$ cat src/rtl/cdfr_pkg.sv
`default_nettype none
package cdfr_pkg;

    localparam int MAX_PAYLOAD = 32;
    localparam int IDX_W       = $clog2(MAX_PAYLOAD);
    localparam int LEN_W       = 6;
    localparam int MEM_AW      = IDX_W + 1;
    localparam int MEM_DEPTH   = 2 * MAX_PAYLOAD;

    localparam logic [7:0] CRC8_POLY = 8'h07;

    localparam logic [2:0] ST_BYTE     = 3'd0;
    localparam logic [2:0] ST_OK       = 3'd1;
    localparam logic [2:0] ST_CRC_BAD  = 3'd2;
    localparam logic [2:0] ST_NO_END   = 3'd3;
    localparam logic [2:0] ST_TOO_LONG = 3'd4;

    localparam logic [1:0] REG_START_MARKER = 2'd0;
    localparam logic [1:0] REG_END_MARKER   = 2'd1;

    // one finished frame or error, handed from parser to emitter
    typedef struct packed {
        logic [2:0]       status;
        logic [LEN_W-1:0] len;
        logic             bank;
    } t_cmd;

    typedef struct packed {
        logic              en;
        logic [MEM_AW-1:0] addr;
        logic [7:0]        data;
    } t_wr;

    typedef struct packed {
        logic valid;
        logic bank;
    } t_release;

    function automatic logic [7:0] crc8_update(input logic [7:0] crc, input logic [7:0] data);
        logic [7:0] c;
        c = crc ^ data;
        for (int i = 0; i < 8; i++) begin
            if (c[7]) begin
                c = {c[6:0], 1'b0} ^ CRC8_POLY;
            end else begin
                c = {c[6:0], 1'b0};
            end
        end
        return c;
    endfunction

endpackage
`default_nettype wire

$ cat src/rtl/cdfr_front.sv
`default_nettype none
module cdfr_front (
    input  wire logic                i_clk,
    input  wire logic                i_rst_n,
    input  wire logic                i_s_tvalid,
    output logic                     o_s_tready,
    input  wire logic [7:0]          i_s_tdata,
    input  wire logic                i_cfg_we,
    input  wire logic [1:0]          i_cfg_index,
    input  wire logic [7:0]          i_cfg_data,
    input  wire logic                i_q_full,
    output logic                     o_q_push,
    output cdfr_pkg::t_cmd           o_q_cmd,
    output cdfr_pkg::t_wr            o_wr,
    input  wire cdfr_pkg::t_release  i_release
);
    import cdfr_pkg::*;

    typedef enum logic [4:0] {
        S_HUNT = 5'b00001,
        S_LEN  = 5'b00010,
        S_DATA = 5'b00100,
        S_CRC  = 5'b01000,
        S_END  = 5'b10000
    } t_phase;

    t_phase           r_phase, n_phase;
    logic [7:0]       r_start, r_end;
    logic [LEN_W-1:0] r_len, n_len;
    logic [LEN_W-1:0] r_taken, n_taken;
    logic [7:0]       r_crc, n_crc;
    logic [7:0]       r_crc_rx, n_crc_rx;
    logic             r_bank, n_bank;
    logic [1:0]       r_busy, n_busy;
    logic             accept;
    logic [LEN_W-1:0] taken_inc;

    always_comb begin
        unique case (r_phase) inside
            S_LEN, S_END: o_s_tready = !i_q_full;
            S_DATA:       o_s_tready = !r_busy[r_bank];
            default:      o_s_tready = 1'b1;
        endcase
    end

    assign accept    = i_s_tvalid && o_s_tready;
    assign taken_inc = r_taken + LEN_W'(1);

    always_comb begin
        n_phase  = r_phase;
        n_len    = r_len;
        n_taken  = r_taken;
        n_crc    = r_crc;
        n_crc_rx = r_crc_rx;
        n_bank   = r_bank;
        n_busy   = r_busy;
        o_q_push = 1'b0;
        o_q_cmd  = '{status: ST_OK, len: r_len, bank: r_bank};
        o_wr     = '{en: 1'b0, addr: {r_bank, r_taken[IDX_W-1:0]}, data: i_s_tdata};

        if (i_release.valid) begin
            n_busy[i_release.bank] = 1'b0;
        end

        if (accept) begin
            unique case (r_phase)
                S_HUNT: begin
                    if (i_s_tdata == r_start) begin
                        n_phase = S_LEN;
                    end
                end
                S_LEN: begin
                    if (i_s_tdata > 8'(MAX_PAYLOAD)) begin
                        o_q_push       = 1'b1;
                        o_q_cmd.status = ST_TOO_LONG;
                        n_phase        = S_HUNT;
                    end else begin
                        n_len   = i_s_tdata[LEN_W-1:0];
                        n_taken = '0;
                        n_crc   = '0;
                        n_phase = (i_s_tdata == 8'd0) ? S_CRC : S_DATA;
                    end
                end
                S_DATA: begin
                    o_wr.en = 1'b1;
                    n_crc   = crc8_update(r_crc, i_s_tdata);
                    n_taken = taken_inc;
                    if (taken_inc >= r_len) begin
                        n_phase = S_CRC;
                    end
                end
                S_CRC: begin
                    n_crc_rx = i_s_tdata;
                    n_phase  = S_END;
                end
                S_END: begin
                    o_q_push = 1'b1;
                    if (i_s_tdata != r_end) begin
                        o_q_cmd.status = ST_NO_END;
                    end else if (r_crc_rx != r_crc) begin
                        o_q_cmd.status = ST_CRC_BAD;
                    end else if (r_len != '0) begin
                        // bank now belongs to the emitter until it releases it
                        n_busy[r_bank] = 1'b1;
                        n_bank         = !r_bank;
                    end
                    n_phase = S_HUNT;
                end
                default: n_phase = S_HUNT;
            endcase
        end
    end

    always_ff @(posedge i_clk) begin
        if (!i_rst_n) begin
            r_phase  <= S_HUNT;
            r_start  <= 8'd2;
            r_end    <= 8'd3;
            r_len    <= '0;
            r_taken  <= '0;
            r_crc    <= '0;
            r_crc_rx <= '0;
            r_bank   <= 1'b0;
            r_busy   <= '0;
        end else begin
            r_phase  <= n_phase;
            r_len    <= n_len;
            r_taken  <= n_taken;
            r_crc    <= n_crc;
            r_crc_rx <= n_crc_rx;
            r_bank   <= n_bank;
            r_busy   <= n_busy;
            if (i_cfg_we && i_cfg_index == REG_START_MARKER) begin
                r_start <= i_cfg_data;
            end
            if (i_cfg_we && i_cfg_index == REG_END_MARKER) begin
                r_end <= i_cfg_data;
            end
        end
    end

endmodule
`default_nettype wire

$ cat src/rtl/cdfr_queue.sv
`default_nettype none
module cdfr_queue (
    input  wire logic            i_clk,
    input  wire logic            i_rst_n,
    input  wire logic            i_push,
    input  wire cdfr_pkg::t_cmd  i_cmd,
    input  wire logic            i_pop,
    output cdfr_pkg::t_cmd       o_cmd,
    output logic                 o_full,
    output logic                 o_empty
);
    import cdfr_pkg::*;

    t_cmd       r_entry [2];
    logic       r_wr_ptr, r_rd_ptr;
    logic [1:0] r_count;

    assign o_full  = (r_count == 2'd2);
    assign o_empty = (r_count == 2'd0);
    assign o_cmd   = r_entry[r_rd_ptr];

    always_ff @(posedge i_clk) begin
        if (i_push) begin
            r_entry[r_wr_ptr] <= i_cmd;
        end
    end

    always_ff @(posedge i_clk) begin
        if (!i_rst_n) begin
            r_wr_ptr <= 1'b0;
            r_rd_ptr <= 1'b0;
            r_count  <= '0;
        end else begin
            if (i_push) begin
                r_wr_ptr <= !r_wr_ptr;
            end
            if (i_pop) begin
                r_rd_ptr <= !r_rd_ptr;
            end
            if (i_push && !i_pop) begin
                r_count <= r_count + 2'd1;
            end else if (i_pop && !i_push) begin
                r_count <= r_count - 2'd1;
            end
        end
    end

endmodule
`default_nettype wire

$ cat src/rtl/cdfr_back.sv
`default_nettype none
module cdfr_back (
    input  wire logic            i_clk,
    input  wire logic            i_rst_n,
    input  wire logic            i_q_empty,
    input  wire cdfr_pkg::t_cmd  i_q_cmd,
    output logic                 o_q_pop,
    input  wire cdfr_pkg::t_wr   i_wr,
    output cdfr_pkg::t_release   o_release,
    output logic                 o_m_tvalid,
    input  wire logic            i_m_tready,
    output logic [7:0]           o_m_tdata,
    output logic [2:0]           o_m_tuser,
    output logic                 o_m_tlast
);
    import cdfr_pkg::*;

    typedef enum logic [3:0] {
        B_IDLE = 4'b0001,
        B_READ = 4'b0010,
        B_DATA = 4'b0100,
        B_STAT = 4'b1000
    } t_bstate;

    // two banks of payload, one being filled while the other drains
    logic [7:0]       mem [MEM_DEPTH];
    logic [7:0]       r_rd_data;
    logic             rd_en;
    logic [MEM_AW-1:0] rd_addr;

    t_bstate          r_state, n_state;
    t_cmd             r_cmd, n_cmd;
    logic [LEN_W-1:0] r_idx, n_idx;
    logic [LEN_W-1:0] idx_inc;
    logic             r_valid, n_valid;
    logic [7:0]       r_byte, n_byte;
    logic [2:0]       r_status, n_status;
    logic             r_last, n_last;
    logic             out_free;

    assign out_free   = !r_valid || i_m_tready;
    assign idx_inc    = r_idx + LEN_W'(1);
    assign rd_addr    = {r_cmd.bank, r_idx[IDX_W-1:0]};
    assign o_m_tvalid = r_valid;
    assign o_m_tdata  = r_byte;
    assign o_m_tuser  = r_status;
    assign o_m_tlast  = r_last;

    always_comb begin
        n_state   = r_state;
        n_cmd     = r_cmd;
        n_idx     = r_idx;
        n_valid   = r_valid;
        n_byte    = r_byte;
        n_status  = r_status;
        n_last    = r_last;
        o_q_pop   = 1'b0;
        rd_en     = 1'b0;
        o_release = '{valid: 1'b0, bank: r_cmd.bank};

        if (r_valid && i_m_tready) begin
            n_valid = 1'b0;
        end

        unique case (r_state)
            B_IDLE: begin
                if (!i_q_empty) begin
                    o_q_pop = 1'b1;
                    n_cmd   = i_q_cmd;
                    n_idx   = '0;
                    if (i_q_cmd.status == ST_OK && i_q_cmd.len != '0) begin
                        n_state = B_READ;
                    end else begin
                        n_state = B_STAT;
                    end
                end
            end
            B_READ: begin
                rd_en   = 1'b1;
                n_state = B_DATA;
            end
            B_DATA: begin
                if (out_free) begin
                    n_valid  = 1'b1;
                    n_byte   = r_rd_data;
                    n_status = ST_BYTE;
                    n_last   = 1'b0;
                    n_idx    = idx_inc;
                    n_state  = (idx_inc == r_cmd.len) ? B_STAT : B_READ;
                end
            end
            B_STAT: begin
                if (out_free) begin
                    n_valid  = 1'b1;
                    n_byte   = 8'd0;
                    n_status = r_cmd.status;
                    n_last   = 1'b1;
                    n_state  = B_IDLE;
                    o_release.valid = (r_cmd.status == ST_OK) && (r_cmd.len != '0);
                end
            end
            default: n_state = B_IDLE;
        endcase
    end

    always_ff @(posedge i_clk) begin
        if (i_wr.en) begin
            mem[i_wr.addr] <= i_wr.data;
        end
        if (rd_en) begin
            r_rd_data <= mem[rd_addr];
        end
    end

    always_ff @(posedge i_clk) begin
        r_cmd    <= n_cmd;
        r_idx    <= n_idx;
        r_byte   <= n_byte;
        r_status <= n_status;
        r_last   <= n_last;
        if (!i_rst_n) begin
            r_state <= B_IDLE;
            r_valid <= 1'b0;
        end else begin
            r_state <= n_state;
            r_valid <= n_valid;
        end
    end

endmodule
`default_nettype wire

$ cat src/rtl/crc8_checked_frame_deframer.sv
`default_nettype none
// CRC-8 checked frame deframer.
// Slave stream: one received link byte per transfer on i_s_tdata. The parser
// hunts for the start marker, then takes length, payload, CRC-8 (poly 0x07,
// init 0, MSB first, over the payload) and the end marker.
// Master stream: o_m_tdata carries a payload byte (zero on status results),
// o_m_tuser the status (0 byte, 1 ok, 2 crc bad, 3 no end marker, 4 too long)
// and o_m_tlast marks the status transfer that closes each frame.
// Config: i_cfg_we with i_cfg_index 0 = start marker, 1 = end marker; other
// indices are ignored. Write only while the block is idle.
// Throughput: the parser takes one byte per cycle while it is not stalled. A
// good frame is drained from a two-bank payload RAM one payload byte at a
// time: a registered RAM read, then the output register, before the next
// byte is read.
// A 2-entry command queue sits between parser and emitter; the parser stalls
// when the queue is full or when the bank it must fill is still draining.
// When the master side stalls, the output register holds its transfer.
// Reset (synchronous, active low) restores markers 2/3, empties the queue
// and puts the parser back to hunting; the payload RAM is not cleared.
module crc8_checked_frame_deframer (
    input  wire logic       i_clk,
    input  wire logic       i_rst_n,
    input  wire logic       i_s_tvalid,
    output logic            o_s_tready,
    input  wire logic [7:0] i_s_tdata,   // [7:0] rx_byte
    output logic            o_m_tvalid,
    input  wire logic       i_m_tready,
    output logic [7:0]      o_m_tdata,   // [7:0] out_byte
    output logic [2:0]      o_m_tuser,   // [2:0] frame_status
    output logic            o_m_tlast,
    input  wire logic       i_cfg_we,
    input  wire logic [1:0] i_cfg_index,
    input  wire logic [7:0] i_cfg_data
);
    import cdfr_pkg::*;

    logic     q_push, q_pop, q_full, q_empty;
    t_cmd     q_in, q_out;
    t_wr      wr;
    t_release release_bank;

    cdfr_front u_front (
        .i_clk       (i_clk),
        .i_rst_n     (i_rst_n),
        .i_s_tvalid  (i_s_tvalid),
        .o_s_tready  (o_s_tready),
        .i_s_tdata   (i_s_tdata),
        .i_cfg_we    (i_cfg_we),
        .i_cfg_index (i_cfg_index),
        .i_cfg_data  (i_cfg_data),
        .i_q_full    (q_full),
        .o_q_push    (q_push),
        .o_q_cmd     (q_in),
        .o_wr        (wr),
        .i_release   (release_bank)
    );

    cdfr_queue u_queue (
        .i_clk   (i_clk),
        .i_rst_n (i_rst_n),
        .i_push  (q_push),
        .i_cmd   (q_in),
        .i_pop   (q_pop),
        .o_cmd   (q_out),
        .o_full  (q_full),
        .o_empty (q_empty)
    );

    cdfr_back u_back (
        .i_clk      (i_clk),
        .i_rst_n    (i_rst_n),
        .i_q_empty  (q_empty),
        .i_q_cmd    (q_out),
        .o_q_pop    (q_pop),
        .i_wr       (wr),
        .o_release  (release_bank),
        .o_m_tvalid (o_m_tvalid),
        .i_m_tready (i_m_tready),
        .o_m_tdata  (o_m_tdata),
        .o_m_tuser  (o_m_tuser),
        .o_m_tlast  (o_m_tlast)
    );

endmodule
`default_nettype wire

$ cat config.mk
export PLATFORM = sky130hd
export DESIGN_NAME = crc8_checked_frame_deframer
export DESIGN_NICKNAME = d
export VERILOG_FILES = /design/src/rtl/cdfr_pkg.sv /design/src/rtl/cdfr_front.sv /design/src/rtl/cdfr_queue.sv /design/src/rtl/cdfr_back.sv /design/src/rtl/crc8_checked_frame_deframer.sv
export SDC_FILE = /design/constraint.sdc
export NUM_CORES = 1
export LEC_CHECK = 0
export BUFFER_PORTS_ARGS = -buffer_cell sky130_fd_sc_hd__buf_4
export CAP_MARGIN = 5
export CORE_ASPECT_RATIO = 0.75
export CORE_MARGIN = 4
export CORE_UTILIZATION = 67
export CTS_CLUSTER_SIZE = 24
export DETAILED_ROUTE_END_ITERATION = 12
export PLACE_DENSITY = 0.84
export SYNTH_ARGS = -nofsm -noshare
export SYNTH_HDL_FRONTEND = slang
export SYNTH_SLANG_ARGS = --single-unit
$ cat constraint.sdc
create_clock -name i_clk -period 7.5 [get_ports i_clk]
set_input_delay 1.5 -clock i_clk [delete_from_list [all_inputs] [get_ports i_clk]]
set_output_delay 1.5 -clock i_clk [all_outputs]
set_load 0.02 [all_outputs]
### After elaboration in Yosys (flattened, before gate mapping)

Memory sizes are Yosys's and may differ from the RTL's. A register that Yosys moved wholly into a read port is not among the register bits.
Cells that the tools add are included.

| cells by class | value |
|---|---|
| reduce and logical (&&, ||, !) cells | 40 |
| bitwise operators | 16 |
| divide/modulo/power cells | 0 |
| shift operators | 0 |
| add/sub/neg operators | 4 |
| eq/ne operators | 23 |
| multiplexer cells | 88 |
| order comparisons | 6 |
| $mul | 0 |

Operators with widths:

| kind | number |
|---|---|
| two-way mux 8 bit | 17 |
| two-way mux 3 bit | 13 |
| case mux 8 bit (2 select lines) | 2 |
| two-way mux 1 bit | 24 |
| two-way mux 4 bit | 6 |
| NOT 3 bit | 8 |
| case mux 6 bit (2 select lines) | 2 |
| case mux 5 bit (4 select lines) | 1 |
| two-way mux 2 bit | 9 |
| two-way mux 6 bit | 3 |
| AND reduction 3 bit | 6 |
| nonzero test 6 bit | 3 |
| inequality test 8 bit | 2 |
| case mux 4 bit (4 select lines) | 1 |
| two-way mux 5 bit | 3 |
| adder 6 x 1 -> 6 bit, second input constant | 2 |
| case mux 3 bit (2 select lines) | 2 |
| logical AND 1 bit | 10 |
| equality test 8 bit | 1 |
| greater-than comparator 8 x 6 -> 1 bit, second input constant | 1 |
| zero test 1 bit | 8 |
| zero test 8 bit | 1 |
| nonzero test 2 bit | 4 |
| XOR 8 bit | 1 |
| 31 further kinds | 47 |

| storage, ports and cells | value |
|---|---|
| ROM bits | 0 |
| latch bits | 0 |
| memories kept | 2 |
| output and inout bits | 14 |
| logic and storage cells | 200 |
| register bits | 89 |
| memory bits (writable) | 532 |

Memories:

| name | depth | bits a word | read ports | clocked after Yosys merged registers in | wr ports | line | source |
|---|---|---|---|---|---|---|---|
| u_back.mem | 64 | 8 | 1 | 1 | 1 | cdfr_back.sv:26 | `logic [7:0] mem [MEM_DEPTH];` |
| u_queue.r_entry | 2 | 10 | 1 | 1 | 1 | cdfr_queue.sv:14 | `t_cmd r_entry [2];` |

### Logic depth before layout (Yosys ltp)

| depth | value |
|---|---|
| depth after elaboration | 33 |
| gate-level depth with buffers | 10 |
| depth with buffers taken out | 9 |

### Cells and area by module

A second synthesis with hierarchy kept.

| unflattened totals | value |
|---|---|
| cell total of the unflattened synthesis | 1448 |
| area, all modules | 25702.2 um^2 |

By module, submodules not included:

| module | seq. area each (um^2) | area each (um^2) | cells an instance | times used |
|---|---|---|---|---|
| cdfr_back | 16555.9 | 21703.3 | 1051 | 1 |
| cdfr_front | 1041.0 | 3061.7 | 344 | 1 |
| cdfr_queue | 700.7 | 937.1 | 53 | 1 |

### Worst setup path before layout

Ideal clock, no wire load.

| path | value |
|---|---|
| path kind | input port to flip-flop |
| start point | in i_s_tdata[0] |
| end point | reg u_queue.r_count[1] |
| arrival | 3.623 ns |
| path slack | 3.807 ns |
| buffers on the path | 1 |
| stages on the path | 9 |
| path through | clkbuf_1 > or4_1 > o21ai_1 > a21oi_1 > o21ai_0 > inv_1 > ha_1 > or3_1 > a21oi_1 |

| between the ends | value |
|---|---|
| cells in the longest elaborated chain, start to end | 7 |
| elaborated cells between the ends (all ways) | 9 |
| classes of those cells | 1 x order compare; 4 x mux; 4 x reduce/logical |

Ends and longest elaborated chain:

| item | line | source |
|---|---|---|
| start, declared | crc8_checked_frame_deframer.sv:25 | `input wire logic [7:0] i_s_tdata,` |
| greater-than comparator 8 x 6 -> 1 bit (*) | cdfr_front.sv:73 | `if (i_s_tdata > 8'(MAX_PAYLOAD)) begin` |
| two-way mux 1 bit (*) | cdfr_front.sv:73 |  |
| case mux 1 bit (2 select lines) (*) | cdfr_front.sv:66 | `unique case (r_phase)` |
| two-way mux 1 bit (*) | cdfr_front.sv:65 | `if (accept) begin` |
| named net q_push | crc8_checked_frame_deframer.sv:37 | `logic q_push, q_pop, q_full, q_empty;` |
| zero test 1 bit | cdfr_queue.sv:42 | `end else if (i_pop && !i_push) begin` |
| logical AND 1 bit | cdfr_queue.sv:42 |  |
| nonzero test 2 bit (no source line) | -- |  |
| end signal, assigned | cdfr_queue.sv:41 | `r_count <= r_count + 2'd1;` |
| end signal, assigned | cdfr_queue.sv:43 | `r_count <= r_count - 2'd1;` |
| end, declared | cdfr_queue.sv:16 | `logic [1:0] r_count;` |

The timed path passes the listed nets; every way through them passes the cells marked *.
A chain may end at the register's enable or synchronous reset.

### Worst setup path after layout

| path | value |
|---|---|
| start point | reg u_front.r_bank |
| end point | mem u_back.mem[35][4], enable pin |

| between the ends | value |
|---|---|
| cells in the longest elaborated chain, start to end | 8 |

Ends and longest elaborated chain:

| item | line | source |
|---|---|---|
| start, declared | cdfr_front.sv:33 | `logic r_bank, n_bank;` |
| start signal, assigned | cdfr_front.sv:131 | `r_bank <= n_bank;` |
| two-way mux 1 bit (implied by the code) (2 in series) | cdfr_front.sv:41 | `S_DATA: o_s_tready = !r_busy[r_bank];` |
| zero test 1 bit | cdfr_front.sv:41 |  |
| case mux 1 bit (2 select lines) | cdfr_front.sv:39 | `unique case (r_phase) inside` |
| logical AND 1 bit | cdfr_front.sv:46 | `assign accept = i_s_tvalid && o_s_tready;` |
| two-way mux 1 bit | cdfr_front.sv:65 |  |
| two-way mux 1 bit | cdfr_back.sv:107 | `if (i_wr.en) begin` |
| two-way mux 1 bit (implied by the code) | cdfr_back.sv:108 | `mem[i_wr.addr] <= i_wr.data;` |
| end, declared | cdfr_back.sv:26 |  |

Several ways; a longest one is shown, not always the timed one. The select of a mux whose other input is x is not followed.

==> results.py <==
metrics = {
    "timing": {
        "hold_viol_final": 0,
        "fin_crit_ns": 3.68,
        "fin_tns_setup_ns": 0,
        "rsz0062_at_grt": "false",
        "tightest_slew_ns": 1.12,
        "finClkSkew_ns": 0.0146,
        "slew_viol_final": 0,
        "max_freq_mhz": 272,
        "worst_hold_slack_ns": 0.507,
        "setup_slack_ns": 3.82,
        "max-slew-margin-rel_pct": 25.2,
        "fin_crit_sh_pct": 49.1,
        "finalSetupViolations": 0,
    },
    "setup_path": {
        "r2r-end": "u_back.mem[35][4]$_DFFE_PP_",
        "crit_family": "simple AND/OR/NAND/NOR gates",
        "critPathBufInv": 1,
        "path_class": "flop to flop",
        "reg2regPathDepth": 6,
        "crit_chain": "mux2i_1 -> a31oi_1 -> nor2_1 -> buf_4 -> nand4b_1 -> nor2_1",
        "crit_top_cell": "nor2_1",
        "cp_data_arrival_time_ns": 3.88,
        "startpoint": "u_front.r_bank$_SDFFE_PN0P_",
        "r2r_start": "u_front.r_bank$_SDFFE_PN0P_",
        "cp-start-kind": "flop",
        "critPathRequiredTime_ns": 7.70,
        "ff2ff_setup_slack_ns": 3.82,
        "cp_slowest_cell": "nor2_1",
        "cp-end-kind": "flop",
        "slowest_delay_ns": 0.98,
        "crit_fanout": 16,
    },
    "clock_tree": {
        "numCtsBuffers": 55,
        "hold_buffers": 0,
        "clk_latency_ns": 0.58,
        "clock_sinks": 630,
        "cts.htree.levels": 2,
        "path_clk_slew_ns": 0.06,
        "cts_resized": 0,
        "root_buffer": "clkbuf_16",
        "cts_setup_buffers": 0,
        "cts_tree": "done",
        "clockBufferDepth": 3,
    },
    "logic_synthesis": {
        "synth_warnings": 0,
        "synth_top_family_by_area": "multiplexers",
        "synth_fa_ha_area_share_pct": 0.448,
        "synthMuxAreaShare_pct": 16.4,
        "synth_enable_flop_cells": 568,
        "synth_compound_area_share_pct": 1.97,
        "async_reset_ff_share_pct": 0,
        "synth_area_sq_um": 25200,
        "synth_xor_area_share_pct": 2.25,
        "seq_area_frac_synth_pct": 72.7,
        "ys_ff_latch": 630,
        "syn-num-nets": 1350,
        "avgSynthCellArea_sq_um": 19.1,
        "post_synth_inst_count": 1318,
        "synth_cell_types": 56,
        "synth-simple-area-share_pct": 4.80,
        "ys.flop_type": "edfxtp_1",
    },
    "min_path": {
        "hold_depth": 0,
        "hold_start": "u_front.r_len[2]$_SDFFE_PN0P_",
        "hp-class": "flop to flop",
        "min_to": "u_queue.r_entry[1][3]$_DFFE_PP_",
    },
    "place": {
        "gp_congestion": 0.844,
        "placed_cell_area_sq_um": 25900,
        "pre_cts_slack_ns": 3.38,
        "io_buffers": 36,
        "hpwl_microns": 34600,
    },
    "drt": {
        "route.detailed.drc": 0,
        "dr.pass1.iters": 5,
        "vias": 13056,
        "drt_iter0_markers": 2018,
        "routed_wl_microns": 58000,
        "wl_per_cell_microns": 30.5,
        "antenna_left": 0,
        "via_per_inst": 6.87,
    },
    "run": {
        "max_cap_viol_count": 0,
    },
    "grt": {
        "grt_pass1_wl_microns": 87000,
        "grt_max_degree": 124,
        "overflow": 0,
        "grt_util_all_layers_pct": 29.3,
        "use_met1_pct": 44.5,
        "antenna_found_initial": 6,
        "first_global_vias": 12981,
        "top_usage_layer": "met1",
        "met2_usage_pct": 44.0,
        "grt_util_met3_pct": 7.72,
    },
    "final_layout": {
        "final_util_pct": 74.6,
        "final_layout_size_suffix_gt1_share_pct": 22.2,
        "nets": 1388,
        "synthToLayoutAreaGrowth_pct": 9.97,
        "layout_common_cells": "568 x edfxtp_1, 168 x mux4_2, 130 x nor2_1",
        "design_area_sq_um": 27700,
        "final_common_cell": "edfxtp_1",
    },
    "run_status": {
        "status": "finished clean",
    },
    "die": {
        "num_io_pins": 37,
        "die-area_sq_um": 40700,
        "die_w_microns": 232,
        "core_sq_um": 37100,
        "start_util_pct": 67.8,
        "num_rows": 61,
        "fp.dieH_microns": 176,
    },
    "pwr": {
        "powerDensity_nw_per_um2": 323,
        "p_leak_nw": 8.80,
        "vdd_drop_max_v": 0.000310,
    },
}
[flip-flops by register name, summed over array words and instances, names as in the netlist, 5 cells and up, named ones only]
signal and flops:
u_back.mem 512, u_queue.r_entry 20, u_back.r_cmd 9, u_back.o_m_tdata 8
u_back.r_rd_data 8, u_front.r_crc 8, u_front.r_crc_rx 8, u_front.r_end 8
u_front.r_start 8, u_back.r_idx 6, u_front.r_len 6, u_front.r_taken 6
u_front.r_phase 5
[cell usage after synthesis, types with 2 or more instances]
cell type,n,area share (%)
a21o_1,2,0.060
o21ai_0,24,0.48
and3b_1,2,0.070
a211oi_1,4,0.12
o211ai_1,2,0.060
inv_1,9,0.13
nand4b_1,4,0.14
mux2_2,9,0.40
clkbuf_1,49,0.73
buf_4,9,0.27
or4_1,5,0.15
nand2b_1,14,0.35
mux2i_1,25,0.99
and2_1,6,0.15
or3_1,3,0.075
xor2_1,32,1.1
inv_2,2,0.030
xnor2_1,30,1.0
mux4_2,168,15
edfxtp_1,568,68
nand4_1,4,0.099
nand3b_1,10,0.30
dfxtp_1,62,4.9
nor4b_1,2,0.070
nor2_1,130,1.9
o21a_1,2,0.060
nor4_1,5,0.12
nand2_1,22,0.33
nor2b_1,10,0.25
buf_1,12,0.18
nor3_1,13,0.26
nand3_1,12,0.24
ha_1,9,0.45
and3_1,6,0.15
a21oi_1,24,0.48
or2_2,2,0.050
a22oi_1,7,0.21
[how the worst max path moves through the flow]
stage                                 endpoint  slack, ns  depth (start not counted)
6_report           u_back.mem[35][4]$_DFFE_PP_       3.82                          6
2_1_floorplan  u_queue.r_count[1]$_SDFFE_PN0P_       3.81                          9
3_3_place_gp   u_queue.r_count[1]$_SDFFE_PN0P_       3.50                          9
4_1_cts          u_back.r_rd_data[5]$_DFFE_PP_       3.90                          4
3_5_place_dp   u_queue.r_count[1]$_SDFFE_PN0P_       3.38                          9
5_1_grt            u_back.mem[51][4]$_DFFE_PP_       3.66                          6
[layout make-up]
cell class | count | area [sq um]
sequential | 630 | 18300
fill | 2054 | 9430
multi-input combinational | 606 | 6520
clock buffer | 68 | 1460
tap | 504 | 631
timing repair buffer | 52 | 415
clock inverter | 29 | 300
inverter | 11 | 41.3
antenna | 1 | 2.50
[routing by layer]
layer	share of wire [%]	wire [microns]
met1	38	22100
met2	47	27400
met3	12	6880
met4	2.8	1630
met5	0.095	55
[logic make-up (layout without fill, tap and decap cells)]
kind of cell | Yosys count | count (layout)
adders and majority gates | 9 | 9
muxes | 202 | 202
AOI/OAI and AO/OA | 80 | 80
DFF | 630 | 630
buffers and inverters | 82 | 160
and+or+nand+nor | 252 | 252
other | 0 | 1
xor gates and xnor gates | 63 | 63
[metrics by stage]
stage | total power [mW] | instances
6_report | 8.94 | 1901
5_1_grt | 9.26 | 1901
4_1_cts | 8.95 | 1900
3_5_place_dp | 6.18 | 1803
3_3_place_gp | 6.12 | 1803
2_1_floorplan | 5.55 | 1318
[report_power, final]
part	internal [mW]	switching (mW)
Sequential	3.92	0.103
Clock	1.58	1.22
Combinational	1.02	1.09
Total	6.52	2.41
[worst reg2reg max path, stage by stage, from the launching register on]
cell and delay (ns):
dfxtp_1 0.61, mux2i_1 0.44, a31oi_1 0.11, nor2_1 0.13
buf_4 0.22, nand4b_1 0.81, nor2_1 0.98
(Power assumes the default switching activity.)
